### src/rtl/core/qte_pkg.sv
// Shared types and constants for the quaternion to Euler angles pipeline.
`default_nettype none
package qte_pkg;

  localparam int unsigned OPW      = 34;  // atan2 operand width after the front end
  localparam int unsigned SQA_W    = 33;  // clamped square-root argument
  localparam int unsigned SQ_RAD_W = 54;  // argument shifted left 20, padded to even
  localparam int unsigned SQ_STEPS = SQ_RAD_W / 2;
  localparam int unsigned SQ_ROOT_W = SQ_STEPS;
  localparam int unsigned SQ_REM_W = SQ_ROOT_W + 2;
  localparam int unsigned CW       = 38;  // CORDIC x/y width
  localparam int unsigned AW       = 30;  // angle accumulator, degrees * 2^20
  localparam int unsigned ANG_LEN  = 24;

  localparam logic signed [AW-1:0] DEG90 = 30'sd94371840;
  localparam logic signed [OPW-1:0] ONE_Q28 = 34'sd268435456;

  localparam logic signed [AW-1:0] ANG [ANG_LEN] = '{
    30'sd47185920, 30'sd27855475, 30'sd14718068, 30'sd7471121,
    30'sd3750058,  30'sd1876857,  30'sd938658,   30'sd469357,
    30'sd234682,   30'sd117342,   30'sd58671,    30'sd29335,
    30'sd14668,    30'sd7334,     30'sd3667,     30'sd1833,
    30'sd917,      30'sd458,      30'sd229,      30'sd115,
    30'sd57,       30'sd29,       30'sd14,       30'sd7
  };

  typedef struct packed {
    logic signed [OPW-1:0] num_r;
    logic signed [OPW-1:0] den_r;
    logic signed [OPW-1:0] num_y;
    logic signed [OPW-1:0] den_y;
  } rpy_ops_t;

  typedef struct packed {
    rpy_ops_t           ops;
    logic [SQA_W-1:0]   arg_a;
    logic [SQA_W-1:0]   arg_b;
  } front_t;

  typedef struct packed {
    logic [SQ_RAD_W-1:0]  rad;
    logic [SQ_ROOT_W-1:0] root;
    logic [SQ_REM_W-1:0]  rem;
  } sq_t;

  typedef struct packed {
    logic signed [CW-1:0] x;
    logic signed [CW-1:0] y;
    logic signed [AW-1:0] acc;
    logic                 zero;
  } cordic_t;

endpackage
`default_nettype wire

### src/rtl/core/qte_cordic_step.sv
// One registered vectoring-mode CORDIC iteration.
`default_nettype none
module qte_cordic_step #(
  parameter int unsigned SHIFT = 0
) (
  input  wire logic       clk_i,
  input  wire logic       en_i,
  input  qte_pkg::cordic_t cr_i,
  output qte_pkg::cordic_t cr_o
);

  logic signed [qte_pkg::CW-1:0] x, y, xs, ys;
  qte_pkg::cordic_t              cr_d, cr_q;

  always_comb begin
    x  = cr_i.x;
    y  = cr_i.y;
    xs = x >>> SHIFT;
    ys = y >>> SHIFT;
    cr_d.zero = cr_i.zero;
    if (y >= 0) begin
      cr_d.x   = x + ys;
      cr_d.y   = y - xs;
      cr_d.acc = cr_i.acc + qte_pkg::ANG[SHIFT];
    end else begin
      cr_d.x   = x - ys;
      cr_d.y   = y + xs;
      cr_d.acc = cr_i.acc - qte_pkg::ANG[SHIFT];
    end
  end

  always_ff @(posedge clk_i) begin
    if (en_i) begin
      cr_q <= cr_d;
    end
  end

  assign cr_o = cr_q;

endmodule
`default_nettype wire

### config.mk
export PLATFORM = sky130hd
export DESIGN_NAME = qte_cordic_step
export DESIGN_NICKNAME = d
export VERILOG_FILES = /design/src/rtl/core/qte_pkg.sv /design/src/rtl/core/qte_cordic_step.sv
export SDC_FILE = /design/constraint.sdc
export NUM_CORES = 1
export LEC_CHECK = 0
export ABC_AREA = 1
export BUFFER_PORTS_ARGS = -buffer_cell sky130_fd_sc_hd__buf_4
export CAP_MARGIN = 40
export CORE_ASPECT_RATIO = 0.9
export CORE_MARGIN = 2
export CORE_UTILIZATION = 50
export DETAILED_ROUTE_END_ITERATION = 6
export GPL_ROUTABILITY_DRIVEN = 0
export PLACE_DENSITY = 0.73
export SLEW_MARGIN = 30
export SYNTH_ARGS = -nofsm -noshare
export SYNTH_HDL_FRONTEND = slang
export SYNTH_SLANG_ARGS = --single-unit
### constraint.sdc
create_clock -name clk_i -period 2.27 [get_ports clk_i]
set_clock_uncertainty 0.05 [all_clocks]
set_input_delay 0.3405 -clock clk_i [delete_from_list [all_inputs] [get_ports clk_i]]
set_output_delay 0.3405 -clock clk_i [all_outputs]
set_load 0.03 [all_outputs]
==> qor.yml <==
ys_ff_latch: 106
clk_pin_slew_ns: 0.08
pin_count: 216
synth_fa_ha_area_share_pct: 12.1
critPathRequiredTime_ns: 2.35
path_max_fanout: 8
worst-setup-path-type: "primary input to flop"
vias: 14400
slew_violations: 0
clock_power_share_pct: 19.6
ir_worst_vdd_uv: 395
cts_resized: 0
grt_antenna_before_repair: 0
hold_viol: 0
h-tree-depth: 3
drive_gt1_share_pct: 23.1
status: "complete, no violations"
synth-compound-area-share_pct: 11.5
drt_iter0_markers: 1662
start_util_pct: 50.9
final_common_cell: "nand2_1"
cts_tree: "built"
critical_path_arrival_ns: 2.25
syn_area_per_cell_um2: 6.35
seqPwrFrac_pct: 30.5
layout_setup_ws_ns: 0.0962
grt_first_pass_wirelength_um: 66300
hold_start: "cr_i[10]"
cts_buffers: 9
hp-class: "primary input to flop"
finalSetupTns_ns: 0
place_ws_ns: -0.340
setup_viol: 0
first_pass_iters: 6
numClockSinks: 106
holdPathEnd: "cr_o[10]"
synth-simple-area-share_pct: 35.1
power_mw: 8.46
slew_headroom_pct: 66.5
cts_root_buf: "clkbuf_16"
dieArea_um2: 26000
vias_per_cell: 5.37
synth_top_family_by_area: "simple AND/OR/NAND/NOR gates"
area_growth_pct: 32.0
fp.dieW_um: 170
synthXorXnorAreaFrac_pct: 2.55
layout_common_cells: "nand2_1 (642), buf_4 (463), inv_1 (328)"
finalCritPeriodShare_pct: 95.8
grt_remaining_overflow: 0
mappedNetlistArea_um2: 12400
p_sw_share_pct: 42.2
hpwl_um: 35600
wl_per_cell_um: 15.9
yosysWarnings: 0
core_area_um2: 24300
drc: 0
synth_fp_nets: 2172
placed_cell_area_um2: 16000
grt_max_degree: 80
crit_path_end_kind: "flop"
crit_path_start_kind: "primary input"
drv_cap: 0
p_int_mw: 4.89
muxShareOfSynthArea_pct: 0.0810
rsz0062_at_grt: "false"
io_buffers: 215
power_switching_mw: 3.57
fin_area_um2: 16300
seq_area_frac_synth_pct: 25.8
min_path_cells: 1
clock_path_buffers: 2
std_cell_rows: 54
fmax_ghz: 0.460
wl_um: 42800
cts_setup_buffers: 0
cts_hold_buf: 0
antennaDiodeCount: 0
largest_reg_flops: 106
die_h_um: 153
nets: 2600
grt_usage_pct: 32.3
power_density_nw_per_um2: 519
first_global_vias: 13500
fin_crit_ns: 2.17
synthDistinctLibCells: 46
power_frac_comb_pct: 49.9
drtAntennaViolNets: 0
synthCells: 1945
tightest_slew_ns: 0.502
p_leak_nw: 8.95
[cells by family (layout without fill, tap and decap cells)]
logic type | count (synthesis) | count (layout)
xor+xnor | 36 | 36
mux | 1 | 1
compound gates | 254 | 254
flops | 106 | 106
buf+inv | 388 | 821
simple gates | 1042 | 1042
fa+ha+maj | 118 | 118
[per-layer routing]
metal  GRT usage, %  vias up  wire length (um)
met1           43.2     6504             17400
met2           52.4      835             19000
met5              0        -                 0
met3           5.96      106              5000
met4           11.2        0              1370
li1               -     6979                 -
[critical path: stages]
cell	delay, ns
buf_4	0.12
ha_1	0.46
nand2_1	0.18
nor2_1	0.22
nand2_1	0.16
nor2_4	0.16
nand3_1	0.09
nor2_1	0.19
nor2_1	0.09
nand2_1	0.06
nand2_1	0.05
nand3_1	0.06
nand2_1	0.05
[layout make-up]
cell class,instances,area [um^2]
Clock inverter,6,61.3
Clock buffer,10,229
Fill cell,2142,7950
Sequential cell,106,3180
Tap cell,308,385
Multi-Input combinational cell,1451,7600
Timing Repair Buffer,468,3580
Inverter,337,1270
[cell usage after synthesis (all sizes together)]
library cell,number,share of area [%]
nand2,652,20
inv,336,10
nor2,185,6.1
nand3,171,7.2
a21oi,123,5.1
ha,115,12
edfxtp,106,26
o21ai,83,3.5
buf,44,2.4
xor2,36,2.6
o21bai,21,1.4
o22ai,12,0.61
nor3,11,0.49
nand4,9,0.46
and2,7,0.35
clkbuf,7,0.21
a21o,6,0.36
or2,5,0.25
a31oi,3,0.15
fa,3,0.49
o211ai,2,0.12
o21a,2,0.12
a21boi,1,0.061
a311oi,1,0.071
and3,1,0.051
clkinv,1,0.030
mux2i,1,0.081
nand3b,1,0.061
[through the flow]
stage	util [%]	std cells	hold WS, ns
2_1_floorplan	-	1945	0.389
3_5_place_dp	65.9	2670	0.470
6_report	67.2	2686	0.0922
5_1_grt	67.2	2686	0.0799
4_1_cts	67.1	2686	0.0857
3_3_place_gp	65.9	2670	0.469
[power by group through the flow]
stage	Clock, mW	Combinational [mW]	Sequential (mW)
5_1_grt	1.76	4.54	2.60
3_3_place_gp	0	4.02	2.62
4_1_cts	1.68	4.12	2.58
3_5_place_dp	0	4.11	2.62
2_1_floorplan	0	1.85	3.13
6_report	1.66	4.22	2.58
[worst max-delay path by stage]
stage | end | slack, ns | start
floorplan | cr_o[63] | 0.15 | cr_i[31]
detailed placement | cr_o[63] | -0.34 | cr_i[31]
global placement | cr_o[63] | -0.25 | cr_i[31]
global route | cr_o[102] | 0.0005 | cr_i[49]
CTS | cr_o[63] | 0.06 | cr_i[31]
finish | cr_o[64] | 0.1 | cr_i[95]
(Power assumes the default switching activity.)
