===== src/rtl/core/qte_pkg.sv =====
// Shared types and constants for the quaternion to Euler angles pipeline.
`default_nettype none
package qte_pkg;

  localparam int unsigned OPW      = 34;  // atan2 operand width after the front end
  localparam int unsigned SQA_W    = 33;  // clamped square-root argument
  localparam int unsigned SQ_RAD_W = 54;  // argument shifted left 20, padded to even
  localparam int unsigned SQ_STEPS = SQ_RAD_W / 2;
  localparam int unsigned SQ_ROOT_W = SQ_STEPS;
  localparam int unsigned SQ_REM_W = SQ_ROOT_W + 2;
  localparam int unsigned CW       = 38;  // CORDIC x/y width
  localparam int unsigned AW       = 30;  // angle accumulator, degrees * 2^20
  localparam int unsigned ANG_LEN  = 24;

  localparam logic signed [AW-1:0] DEG90 = 30'sd94371840;
  localparam logic signed [OPW-1:0] ONE_Q28 = 34'sd268435456;

  localparam logic signed [AW-1:0] ANG [ANG_LEN] = '{
    30'sd47185920, 30'sd27855475, 30'sd14718068, 30'sd7471121,
    30'sd3750058,  30'sd1876857,  30'sd938658,   30'sd469357,
    30'sd234682,   30'sd117342,   30'sd58671,    30'sd29335,
    30'sd14668,    30'sd7334,     30'sd3667,     30'sd1833,
    30'sd917,      30'sd458,      30'sd229,      30'sd115,
    30'sd57,       30'sd29,       30'sd14,       30'sd7
  };

  typedef struct packed {
    logic signed [OPW-1:0] num_r;
    logic signed [OPW-1:0] den_r;
    logic signed [OPW-1:0] num_y;
    logic signed [OPW-1:0] den_y;
  } rpy_ops_t;

  typedef struct packed {
    rpy_ops_t           ops;
    logic [SQA_W-1:0]   arg_a;
    logic [SQA_W-1:0]   arg_b;
  } front_t;

  typedef struct packed {
    logic [SQ_RAD_W-1:0]  rad;
    logic [SQ_ROOT_W-1:0] root;
    logic [SQ_REM_W-1:0]  rem;
  } sq_t;

  typedef struct packed {
    logic signed [CW-1:0] x;
    logic signed [CW-1:0] y;
    logic signed [AW-1:0] acc;
    logic                 zero;
  } cordic_t;

endpackage
`default_nettype wire


===== src/rtl/core/qte_cordic_pre.sv =====
// Quadrant fold into the right half-plane before the CORDIC iterations.
`default_nettype none
module qte_cordic_pre (
  input  wire logic                      clk_i,
  input  wire logic                      en_i,
  input  wire logic signed [qte_pkg::CW-1:0] x_i,
  input  wire logic signed [qte_pkg::CW-1:0] y_i,
  output qte_pkg::cordic_t               cr_o
);

  qte_pkg::cordic_t cr_d, cr_q;

  always_comb begin
    cr_d.zero = (x_i == '0) && (y_i == '0);
    cr_d.x    = x_i;
    cr_d.y    = y_i;
    cr_d.acc  = '0;
    if (x_i < 0) begin
      if (y_i >= 0) begin
        cr_d.x   = y_i;
        cr_d.y   = -x_i;
        cr_d.acc = qte_pkg::DEG90;
      end else begin
        cr_d.x   = -y_i;
        cr_d.y   = x_i;
        cr_d.acc = -qte_pkg::DEG90;
      end
    end
  end

  always_ff @(posedge clk_i) begin
    if (en_i) begin
      cr_q <= cr_d;
    end
  end

  assign cr_o = cr_q;

endmodule
`default_nettype wire


===== config.mk =====
export PLATFORM = sky130hd
export DESIGN_NAME = qte_cordic_pre
export DESIGN_NICKNAME = d
export VERILOG_FILES = /design/src/rtl/core/qte_pkg.sv /design/src/rtl/core/qte_cordic_pre.sv
export SDC_FILE = /design/constraint.sdc
export NUM_CORES = 1
export LEC_CHECK = 0
export BUFFER_PORTS_ARGS = -buffer_cell sky130_fd_sc_hd__clkbuf_2
export CORE_MARGIN = 5
export CORE_UTILIZATION = 52
export CTS_CLUSTER_DIAMETER = 100
export DETAILED_ROUTE_END_ITERATION = 10
export GPL_TIMING_DRIVEN = 0
export PLACE_DENSITY = 0.8
export SYNTH_ARGS = -nofsm -noshare
export SYNTH_HDL_FRONTEND = slang
export SYNTH_SLANG_ARGS = --single-unit

===== constraint.sdc =====
create_clock -name clk_i -period 3.4 [get_ports clk_i]
set_clock_uncertainty 0.05 [all_clocks]
set_input_delay 0.51 -clock clk_i [delete_from_list [all_inputs] [get_ports clk_i]]
set_output_delay 0.51 -clock clk_i [all_outputs]
set_load 0.02 [all_outputs]

==> results.txt <==
Top cells by count, synth: 80 x edfxtp_1, 65 x nor2_1, 52 x clkbuf_1
Max-cap violation count: 0
CTS root buffer: clkbuf_8
Design area: 6970 µm²
Final net count: 914
H-tree Lvls: 3
Post_cts resized: 0
Crit path launch: y_i[2]
CP top delay family: compound AO/OA/AOI/OAI gates
Share of layout cells above drive strength 1: 0.249
Clock power frac: 0.251
Setup-failing EPs final: 0
Die Wd: 115 µm
CTS Buf Count: 9
Drt pass-1 iters: 7
Clock sink count: 80
Fmax: 317 MHz
Seq/Total Area, Yosys: 0.416
Internal: 1700 µW
Post-synth cell types: 55
Net Sw Power: 906 µW
CP required: 3.48 ns
Layout fillers: 960
Synth top area share: 0.416
Unrepaired setup endpoints after global routing: no
Worst path cell trace: clkbuf_2, or4_1, clkbuf_1, o41ai_1, a21boi_0, o31ai_1
Post-synth EDFFs: 80
Worst hold slack: 0.281 ns
Crit Path Max Fanout: 9
Clock Path Buffers: 2
DRC Markers: 0
Comb pwr share: 0.278
Vias in the first global route: 6072
Power per cell area: 374 nW/µm²
Core Rows: 38
Core box area: 10900 µm²
Flop pwr share: 0.471
Crit path kind: input pin to flop
Gpl congestion: 0.924
Arrival time at the worst endpoint: 3.23 ns
Synth async-reset ratio: 0
Crit. End Element: flop
Register area: 2400 µm²
Ys flop type: edfxtp_1
CP Capture Point: cr_o[92]
Die Footprint: 13300 µm²
Gate Count Post-Synth: 652
Most frequent cell after synthesis: edfxtp_1
Status: finished, final reports clean
Hold Crit Start: x_i[37]
Critical path startpoint category: input pin
Cts hold-fix bufs: 0
Switching part of the total: 0.347
Area growth from synthesis to layout: 20.7%
I/O pin count: 185
Crit-path max cell delay: 1.11 ns
Pins Over Slew Limit: 0
Final Total Pwr: 2610 µW
Global-route wire length before repair: 31900 µm
Mapped Area: 5780 µm²
Hold Vio Cnt, Final: 0
Synthesis Warnings: 0
TritonCTS clock tree: built
WL final: 21400 µm
Clk pin slew, worst setup/hold paths: 0.08 ns
Antenna Violating Nets Remaining: 0
Total gr overflow: 0
DRT iter0 DRCs: 990
Port-buffer cells: 150
DR WL/cell: 21.8 µm
Die height: 115 µm
Slew @ Worst Pin: 1.34 ns
Fin crit period: 3.15 ns
Number of diodes: 0
Initial antenna violation count: 1
Multi-input gate area: 2940 µm²
WP buf/inv: 2
Mean Syn Cell Area: 8.86 µm²
DPL Wire Length: 16100 µm
Hold Path Class: input pin to flop
Largest cells by area after synthesis: edfxtp_1 42%, or4_1 4.7%, nor2_1 4.2%
Post-CTS Setup Bufs: 0
Via count: 6434
Synth area leader: edfxtp_1
Placed cell areas: 6800 µm²
Final period utilization: 0.927
Slowest CP cell: o41ai_1
Total Routing Usage GR: 0.311
Largest net degree at the start of global routing: 45
Critical Path Stages: 6
FF+latch count, synth: 80
Pleak: 0.00269 µW
Max reg flops: 80
Normalized max-slew margin: 0.0922
Starting Density: 0.531
Via density: 6.57
Worst vdd ir: 0.000238 V
cell families (layout without fill, tap and decap cells):
family	Yosys count	after routing	synth area share
adders and majority gates	2	2	0.00433
AOI/OAI and AO/OA	151	151	0.177
other	1	21	0.000649
buffers and inverters	106	273	0.0884
muxes	3	3	0.00520
and+or+nand+nor	286	286	0.274
DFF	80	80	0.416
xor gates and xnor gates	23	23	0.0349
worst min-delay path by stage:
stage | endpoint | slack, ns | depth (start not counted)
floorplan | cr_o[22] | 0.56 | 0
global placement | cr_o[22] | 0.65 | 1
detailed placement | cr_o[22] | 0.66 | 1
CTS | cr_o[22] | 0.28 | 1
global route | cr_o[22] | 0.28 | 1
finish | cr_o[22] | 0.28 | 1
cell usage in the layout (no fill, tap or decap), types with 3 or more instances in the layout:
cell,Yosys,routed
buf_1,5,5
or3_1,15,15
nand3_1,31,31
o22ai_1,6,6
nand4_1,23,23
edfxtp_1,80,80
or2_2,5,5
nor2_1,65,65
conb_1,1,21
a21oi_1,42,42
nand3b_1,7,7
nor3_1,24,24
a31oi_1,9,9
o311ai_0,7,7
o21ai_0,25,25
o41ai_1,5,5
clkinvlp_4,0,3
nor4_1,18,18
xor2_1,12,12
o31ai_1,7,7
nor4b_1,4,4
clkbuf_2,0,149
nand2_1,32,32
or4_1,36,36
inv_1,17,17
a2111oi_0,6,6
a222oi_1,10,10
clkbuf_8,0,9
and3_1,10,10
buf_2,3,3
a22oi_1,13,13
buf_4,27,27
clkbuf_1,52,53
mux2i_1,3,3
a211o_1,8,8
xnor2_1,11,11
layout make-up:
class | instances | area share
inverters | 18 | 0.00969
repair buffers | 151 | 0.111
clock inverters | 6 | 0.00646
plain buffers | 88 | 0.0635
clock buffers | 10 | 0.0183
flip-flops and latches | 80 | 0.345
well taps | 140 | 0.0251
multi-input cells | 486 | 0.421
power by group through the flow:
stage	clock (µW)	combinational, µW	sequential, µW
after floorplan	0	290	1380
after global placement	0	702	1250
after detailed placement	0	712	1250
after CTS	662	714	1230
after global routing	710	770	1240
final	654	725	1230
metrics by stage:
step / std cells / setup TNS [ns] / setup WS, ns / util
after floorplan: 672 / 0 / 0.682 / -
after global placement: 962 / 0 / 0.0755 / 0.623
after detailed placement: 963 / -0.00818 / -0.00818 / 0.625
after CTS: 979 / 0 / 0.371 / 0.640
after global routing: 979 / 0 / 0.305 / 0.640
final: 979 / 0 / 0.248 / 0.640
routing by layer:
layer,vias up,routed length [µm],GRT usage,part of all wire
met2,475,10500,0.542,0.49
met3,91,2260,0.0558,0.11
li1,2862,-,-,-
met4,2,1000,0.156,0.047
met5,-,18,0,0.00084
met1,3004,7610,0.368,0.36
(Power assumes the default switching activity.)
