`src/rtl/core/qte_pkg.sv`:
```
// Shared types and constants for the quaternion to Euler angles pipeline.
`default_nettype none
package qte_pkg;

  localparam int unsigned OPW      = 34;  // atan2 operand width after the front end
  localparam int unsigned SQA_W    = 33;  // clamped square-root argument
  localparam int unsigned SQ_RAD_W = 54;  // argument shifted left 20, padded to even
  localparam int unsigned SQ_STEPS = SQ_RAD_W / 2;
  localparam int unsigned SQ_ROOT_W = SQ_STEPS;
  localparam int unsigned SQ_REM_W = SQ_ROOT_W + 2;
  localparam int unsigned CW       = 38;  // CORDIC x/y width
  localparam int unsigned AW       = 30;  // angle accumulator, degrees * 2^20
  localparam int unsigned ANG_LEN  = 24;

  localparam logic signed [AW-1:0] DEG90 = 30'sd94371840;
  localparam logic signed [OPW-1:0] ONE_Q28 = 34'sd268435456;

  localparam logic signed [AW-1:0] ANG [ANG_LEN] = '{
    30'sd47185920, 30'sd27855475, 30'sd14718068, 30'sd7471121,
    30'sd3750058,  30'sd1876857,  30'sd938658,   30'sd469357,
    30'sd234682,   30'sd117342,   30'sd58671,    30'sd29335,
    30'sd14668,    30'sd7334,     30'sd3667,     30'sd1833,
    30'sd917,      30'sd458,      30'sd229,      30'sd115,
    30'sd57,       30'sd29,       30'sd14,       30'sd7
  };

  typedef struct packed {
    logic signed [OPW-1:0] num_r;
    logic signed [OPW-1:0] den_r;
    logic signed [OPW-1:0] num_y;
    logic signed [OPW-1:0] den_y;
  } rpy_ops_t;

  typedef struct packed {
    rpy_ops_t           ops;
    logic [SQA_W-1:0]   arg_a;
    logic [SQA_W-1:0]   arg_b;
  } front_t;

  typedef struct packed {
    logic [SQ_RAD_W-1:0]  rad;
    logic [SQ_ROOT_W-1:0] root;
    logic [SQ_REM_W-1:0]  rem;
  } sq_t;

  typedef struct packed {
    logic signed [CW-1:0] x;
    logic signed [CW-1:0] y;
    logic signed [AW-1:0] acc;
    logic                 zero;
  } cordic_t;

endpackage
`default_nettype wire

```
`src/rtl/core/qte_sqrt_step.sv`:
```
// One registered digit of the restoring integer square root.
`default_nettype none
module qte_sqrt_step (
  input  wire logic        clk_i,
  input  wire logic        en_i,
  input  qte_pkg::sq_t     sq_i,
  output qte_pkg::sq_t     sq_o
);

  logic [qte_pkg::SQ_REM_W+1:0] trial_rem;
  logic [qte_pkg::SQ_REM_W+1:0] trial_sub;
  logic                         ge;
  qte_pkg::sq_t                 sq_d, sq_q;

  always_comb begin
    trial_rem = {sq_i.rem, sq_i.rad[qte_pkg::SQ_RAD_W-1 -: 2]};
    trial_sub = {2'b00, sq_i.root, 2'b01};
    ge        = trial_rem >= trial_sub;
    sq_d.rad  = {sq_i.rad[qte_pkg::SQ_RAD_W-3:0], 2'b00};
    sq_d.root = {sq_i.root[qte_pkg::SQ_ROOT_W-2:0], ge};
    sq_d.rem  = ge ? qte_pkg::SQ_REM_W'(trial_rem - trial_sub)
                   : trial_rem[qte_pkg::SQ_REM_W-1:0];
  end

  always_ff @(posedge clk_i) begin
    if (en_i) begin
      sq_q <= sq_d;
    end
  end

  assign sq_o = sq_q;

endmodule
`default_nettype wire

```
`config.mk`:
```
export PLATFORM = sky130hd
export DESIGN_NAME = qte_sqrt_step
export DESIGN_NICKNAME = d
export VERILOG_FILES = /design/src/rtl/core/qte_pkg.sv /design/src/rtl/core/qte_sqrt_step.sv
export SDC_FILE = /design/constraint.sdc
export NUM_CORES = 1
export LEC_CHECK = 0
export ABC_AREA = 1
export BUFFER_PORTS_ARGS = -buffer_cell sky130_fd_sc_hd__clkbuf_2
export CAP_MARGIN = 20
export CORE_MARGIN = 2
export CORE_UTILIZATION = 55
export CTS_CLUSTER_DIAMETER = 200
export CTS_CLUSTER_SIZE = 20
export DETAILED_ROUTE_END_ITERATION = 8
export GPL_ROUTABILITY_DRIVEN = 0
export PLACE_DENSITY = 0.89
export SYNTH_ARGS = -nofsm -noshare
export SYNTH_HDL_FRONTEND = slang
export SYNTH_SLANG_ARGS = --single-unit
```
`constraint.sdc`:
```
create_clock -name clk_i -period 6.06 [get_ports clk_i]
set_input_delay 1.212 -clock clk_i [delete_from_list [all_inputs] [get_ports clk_i]]
set_output_delay 1.212 -clock clk_i [all_outputs]
set_load 0.03 [all_outputs]
```
==> metrics.md, run 1 <==
| Metric | Value |
|---|---|
| Max FFs per register | 108 |
| Root buffer cell | clkbuf_16 |
| Clock tree sinks | 108 |
| Initial antenna violation count | 0 |
| CP max-delay cell | nand3_2 |
| Port bufs | 219 |
| GR Util met2 | 0.474 |
| P&R area growth vs syn | 23.5% |
| Pwr Total | 2.06 mW |
| Die area | 12200 µm² |
| Setup bufs post-CTS | 0 |
| Delay of the slowest critical-path stage | 540 ps |
| Max Slew Vio Count | 0 |
| Final wirelength | 16.7 mm |
| Mapped Area | 6230 µm² |
| Worst-case hold slack | 1040 ps |
| DP HPWL | 12.9 mm |
| H-tree levels | 3 |
| Initial Util | 0.570 |
| Status | finished, final reports clean |
| Reg area | 3240 µm² |
| CTS tree | yes |
| Slew HR | 0.390 |
| GRT Overall Usage | 0.274 |
| Crit-path max FO | 31 |
| Drc violations | 0 |
| Register area share after synthesis | 0.520 |
| Synth cell types | 29 |
| Footprint of the multi-input gates | 2350 µm² |
| Filler Cells Inserted | 854 |
| # IOs | 222 |
| First-pass GRT wire length | 26.7 mm |
| Global routing's busiest layer | met2 |
| Ratio of cells with drive above 1 in the final layout | 0.295 |
| TritonRoute pass-1 iters | 5 |
| Vias in the first global route | 5373 |
| Final setup fails | 0 |
| Dominant synthesized flop cell | edfxtp_1 |
| Largest net degree at the start of global routing | 70 |
| Die Y-Extent | 110 µm |
| Pwr/cell area | 268 nW/µm² |
| RSZ-0062 raised after global routing | false |
| Met1 Use GR | 0.337 |
| CTS Hold Bufs | 0 |
| Total CTS buffers | 9 |
| Final Hold Viols | 0 |
| Async set or reset register ratio after synthesis | 0 |
| Most common cell after layout, fill and taps aside | nand2_1 |
| Synth warn | 0 |
| Area of the core | 10900 µm² |
| Clock transition at the registers of the reported paths | 80 ps |
| Req. time, crit path | 6160 ps |
| Data arrival time of the worst path | 3370 ps |
| Least-Margin Pin Slew | 914 ps |
| Routed via count | 5502 |
| CTS resizes | 0 |
| Grt met3 use | 0.0714 |
| Nets | 1067 |
| Fin util | 0.704 |
| Crit path cell chain | clkbuf_2 > inv_1 > ha_1 > o21ai_0 > nand2_1 > nand2_1 > nand2_1 > nand2_1 > nand2_1 > nand2_1 > nand3_2 > nand3_1 > nand2_1 |
| Critical Path End Type | flip-flop |
| Mapped Cells | 704 |
| P_leak | 4.12 nW |
| Post-layout min period | 3270 ps |
| Routed Antenna Nets | 0 |
| Final period util | 0.539 |
| ANT cells | 0 |
| Most frequent cells in the layout | nand2_1 (250), clkbuf_2 (218), inv_1 (141), edfxtp_1 (108), nand3_1 (45) |
| Achievable Freq | 306 MHz |
| CP top delay family | simple AND/OR/NAND/NOR gates |
| Placed insts | 1055 |
| Worst min path class | input port to flip-flop |
| Via/cell ratio | 5.14 |
| Top cell by count, worst path | nand2_1 |
| #FFs+latches synth | 108 |
| VDD IR-drop max | 153 µV |
| TNS Setup | 0 ps |
| CP Class | input port to flip-flop |
| Startpoint class of the critical path | input port |
| Syn Area/Cell | 8.85 µm² |
| Avg WL per Cell | 15.6 µm |
| Count of non-filler cells in the finished layout | 1071 |
| Grt ovf | 0 |
| EDFF count, synth | 108 |
| MaxCap Viol Count | 0 |
| Die width | 110 µm |
| Clock Tree Buf Depth | 2 |
| DRT iter0 DRCs | 521 |
| WP buf/inv | 2 |
| Std cell rows | 38 |
## report_power, final
part           internal [mW]  leakage (nW)  switching, mW  total [mW]
Combinational          0.162          2.93          0.386       0.548
Sequential             0.911          1.06         0.0235       0.935
Clock                  0.287         0.132          0.289       0.576
## path summary, 6_finish.rpt
path                 start        to  slack [ps]  depth (start not counted)
setup / recovery  sq_i[29]  sq_o[21]        2790                         13
hold / removal    sq_i[94]  sq_o[96]        1040                          1
## layout make-up
class / count / share of cell area
clock inverters: 6 / 0.00748
inverters: 141 / 0.0688
flip-flops and latches: 108 / 0.422
repair buffers: 221 / 0.145
multi-input cells: 445 / 0.305
well taps: 140 / 0.0228
clock buffers: 10 / 0.0298
## cells in the mapped netlist, types with 5 or more instances
| master | instances | area share |
|---|---|---|
| nand2_1 | 250 | 0.15 |
| inv_1 | 141 | 0.085 |
| edfxtp_1 | 108 | 0.52 |
| nand3_1 | 45 | 0.036 |
| nor2_1 | 31 | 0.019 |
| ha_1 | 29 | 0.058 |
| nand3_2 | 22 | 0.035 |
| a21oi_1 | 14 | 0.011 |
| xor2_1 | 12 | 0.017 |
| nand2_2 | 6 | 0.0060 |
| nand4_1 | 6 | 0.0060 |
| buf_4 | 5 | 0.0060 |
| nand3b_1 | 5 | 0.0060 |
| nor2_4 | 5 | 0.0090 |
## routing by layer
layer,wire (µm),vias up
met2,8270,264
li1,-,2668
met3,1440,38
met4,461,0
met1,6570,2532
met5,0,-
## cells by family (layout without fill, tap and decap cells)
group / count (synthesis) / after routing / synth area share
adder cells (fa/ha/maj): 29 / 29 / 0.0582
buffers and inverters: 152 / 378 / 0.104
other: 1 / 2 / 0.000602
AO/OA/AOI/OAI: 19 / 19 / 0.0165
AND/OR/NAND/NOR: 382 / 382 / 0.282
XOR/XNOR: 13 / 13 / 0.0183
flip-flops: 108 / 108 / 0.520
## through the flow
stage	instance area (µm²)	setup WS, ps
2_1_floorplan	6230	3260
3_5_place_dp	7410	2470
3_3_place_gp	7410	2530
6_report	7690	2790
5_1_grt	7690	2610
4_1_cts	7690	2820
Note: power is estimated with default switching activity, not from simulation.
==> run 2, diff against run 1 <==
Settings changed: ABC_AREA 1 to 0, CORE_UTILIZATION 55 to 43, PLACE_DENSITY 0.89 to 0.78.
Clock period 6.06 ns to 2.6 ns, I/O delays scaled along.
==> run 2 against run 1 <==
  * The run now ends with negative setup slack left
  * First-iteration DRC count down 41%
  * Sequential power up 130%
  * Via count down 16%
  * Critical path depth down 2
  * Sequential share of layout area down 2.8 points
  * Power rose to 2.6 times the previous value
  * Wire length up 1.9%
  * Final cell count down 17%
==> metrics.md, run 2 <==
| Metric | Value |
|---|---|
| Vias in the first global route | 4743 (-12%) |
| Mapped Cells | 408 (-42%) |
| TNS Setup | -464 ps (-464 ps) |
| Die Y-Extent | 114 µm (+3.0%) |
| Crit path cell chain | buf_8 > inv_4 > ha_4 > nor2b_4 > o31a_1 > o32a_4 > o2bb2ai_2 > or4b_4 > a311oi_2 > xnor2_1 > mux2_4 |
| WP buf/inv | 2 (unchanged) |
| RSZ-0062 raised after global routing | true |
| EDFF count, synth | 108 (unchanged) |
| Ranking of synthesized cells by area | edfxtp_1 (63%), ha_1 (7.0%), a21oi_1 (4.1%) |
| #FFs+latches synth | 108 (unchanged) |
| Die area | 12900 µm² (+6.1%) |
| H-tree levels | 3 (unchanged) |
| Post-layout min period | 2860 ps |
| Commonest cells post-synth | edfxtp_1 (108), a21oi_1 (42), inv_1 (35), nor2_1 (35), ha_1 (29) |
| CP Class | input port to flip-flop |
| P&R area growth vs syn | 59.0% |
| Delay of the slowest critical-path stage | 530 ps (about the same) |
| Worst min path class | input port to flip-flop |
| Total CTS buffers | 9 (unchanged) |
| Nets | 880 (-18%) |
| CP top delay family | compound AO/OA/AOI/OAI gates |
| CTS tree | yes |
| Final wirelength | 17.1 mm (+1.9%) |
| Syn Area/Cell | 12.7 µm² (+43%) |
| TritonRoute pass-1 iters | 4 (-1) |
| ANT cells | 0 (unchanged) |
| Most frequent cells in the layout | clkbuf_2 (211), edfxtp_1 (108), buf_4 (99), inv_1 (28), a21oi_1 (27) |
| Clock transition at the registers of the reported paths | 80 ps (about the same) |
| Grt ovf | 0 (unchanged) |
| CP Launch Point | sq_i[29] |
| Req. time, crit path | 2700 ps (-3460 ps) |
| Metal3 WL | 1.31 mm (-9.3%) |
| Internal Power | 3.60 mW (+160%) |
| Hold-critical path depth | 1 (unchanged) |
| Violated checks | negative setup slack |
| Wire length on met1 | 6.07 mm (-7.6%) |
| CP Depth | 11 (-2) |
| Dominant synthesized flop cell | edfxtp_1 |
| Pwr/cell area | 641 nW/µm² (+140%) |
| Highest routed metal layer | met4 |
| Synth cell types | 48 (+66%) |
| Footprint of the multi-input gates | 2180 µm² (-6.9%) |
| MaxCap Viol Count | 0 (unchanged) |
| VDD IR-drop max | 292 µV (+90%) |
| Most common cell after layout, fill and taps aside | clkbuf_2 |
| Mapped Area | 5180 µm² (-17%) |
| Initial antenna violation count | 0 (unchanged) |
| GRT Overall Usage | 0.243 (-0.0316) |
| Drc violations | 0 (unchanged) |
| Data arrival time of the worst path | 2960 ps (-410 ps) |
| Ratio of cells with drive above 1 in the final layout | 0.582 (+0.287) |
| # IOs | 222 (unchanged) |
| Cell taking the most area after synthesis | edfxtp_1 |
| Status | complete, but fails checks |
| Final Hold Viols | 0 (unchanged) |
| Die width | 114 µm (+3.0%) |
| Clk pwr share | 0.267 (-0.013) |
| Achievable Freq | 350 MHz |
| Root buffer cell | clkbuf_16 |
| P_leak | 3.73 nW (-9.4%) |
| Sw Share | 0.319 (-0.0205) |
| CP max-delay cell | or4b_4 |
| First-pass GRT wire length | 23.9 mm (-10%) |
| CP endpoint | sq_o[28] |
| Startpoint class of the critical path | input port |
| Avg WL per Cell | 19.2 µm (+22%) |
| Clock Tree Buf Depth | 2 (unchanged) |
| Flop pwr share | 0.414 (-0.040) |
| Worst setup margin | -260 ps (-3050 ps) |
| Initial Util | 0.437 (-0.133) |
| Final setup fails | 2 (+2) |
| Async set or reset register ratio after synthesis | 0 (unchanged) |
| Reg area | 3240 µm² (unchanged) |
| Top-count cell post-synth | edfxtp_1 |
| Final period util | 1.10 |
| Synth top area share | 0.626 (+0.106) |
| Combinational power share | 0.319 (+0.053) |
| Critical Path End Type | flip-flop |
| Synth warn | 0 (unchanged) |
| Psw | 1.68 mW (+140%) |
| Max FFs per register | 108 (unchanged) |
| Met2 routed WL | 8.96 mm (+8.3%) |
| Largest net degree at the start of global routing | 50 (-29%) |
| Port bufs | 219 (unchanged) |
| Std cell rows | 40 (+5.3%) |
| Routed Antenna Nets | 0 (unchanged) |
| DRT iter0 DRCs | 307 (-41%) |
| Crit-path max FO | 2 (-94%) |
| Clock tree sinks | 108 (unchanged) |
| Worst-case hold slack | 335 ps (-702 ps) |
| Via/cell ratio | 5.20 (+1.3%) |
| Filler Cells Inserted | 804 (-5.9%) |
| Max Slew Vio Count | 0 (unchanged) |
| Routed via count | 4636 (-16%) |
| Register area share after synthesis | 0.626 (+0.106) |
| DP HPWL | 11.6 mm (-10%) |
| Area of the core | 11900 µm² (+8.5%) |
==> run 2: through the flow <==
stage | area (µm²) | power (mW) | setup WS [ps] | instances | utilization
after floorplan | 5250 | 3.05 | -387 | 409 | -
after global placement | 7180 | 3.58 | -545 | 850 | 0.605
after detailed placement | 7180 | 3.62 | -647 | 850 | 0.605
after CTS | 7860 | 5.15 | -284 | 881 | 0.662
after global routing | 8230 | 5.45 | -317 | 891 | 0.694
final | 8230 | 5.28 | -260 | 891 | 0.694
==> run 2: cells by family after synthesis <==
family                     share of synthesized area
AOI/OAI and AO/OA                              0.123
xor gates and xnor gates                      0.0457
adders and majority gates                     0.0700
buffers and inverters                         0.0432
DFF                                            0.626
muxes                                         0.0159
other                                       0.000724
and+or+nand+nor                               0.0756
==> run 2: timing repair <==
item / CTS / global route
hold buffers: 0 / 0
endpoints found under the hold margin: 0 / 0
pin swaps: 9 / 21
gates cloned: 2 / 1
buffers inserted: 14 / 14
resized for setup: 42 / 75
endpoints found under the setup margin: 26 / 29
==> run 2: worst min path at each step <==
stage / start / to / slack (ps)
after detailed placement: sq_i[86] / sq_o[88] / 700
final: sq_i[56] / sq_o[58] / 330
after floorplan: sq_i[98] / sq_o[100] / 620
after global placement: sq_i[68] / sq_o[70] / 700
after global routing: sq_i[72] / sq_o[74] / 330
after CTS: sq_i[56] / sq_o[58] / 330
==> run 2: power groups by stage <==
| stage | registers [mW] | clock network (mW) | logic [mW] |
|---|---|---|---|
| floorplan | 2.60 | 0 | 0.453 |
| global placement | 2.22 | 0 | 1.37 |
| detailed placement | 2.22 | 0 | 1.40 |
| CTS | 2.19 | 1.41 | 1.55 |
| global route | 2.20 | 1.47 | 1.78 |
| finish | 2.19 | 1.41 | 1.69 |
==> run 2: per-layer routing <==
metal  track usage  up-vias
met1         0.264     2226
met4         0.128        0
met5             0        -
met3        0.0579       50
met2         0.438      205
li1              -     2155
==> run 2: cell type report <==
type	count	area share
clock buffers	10	0.0278
clock inverters	6	0.00836
inverters	35	0.0166
multi-input cells	249	0.265
flip-flops and latches	108	0.394
well taps	147	0.0223
repair buffers	336	0.266
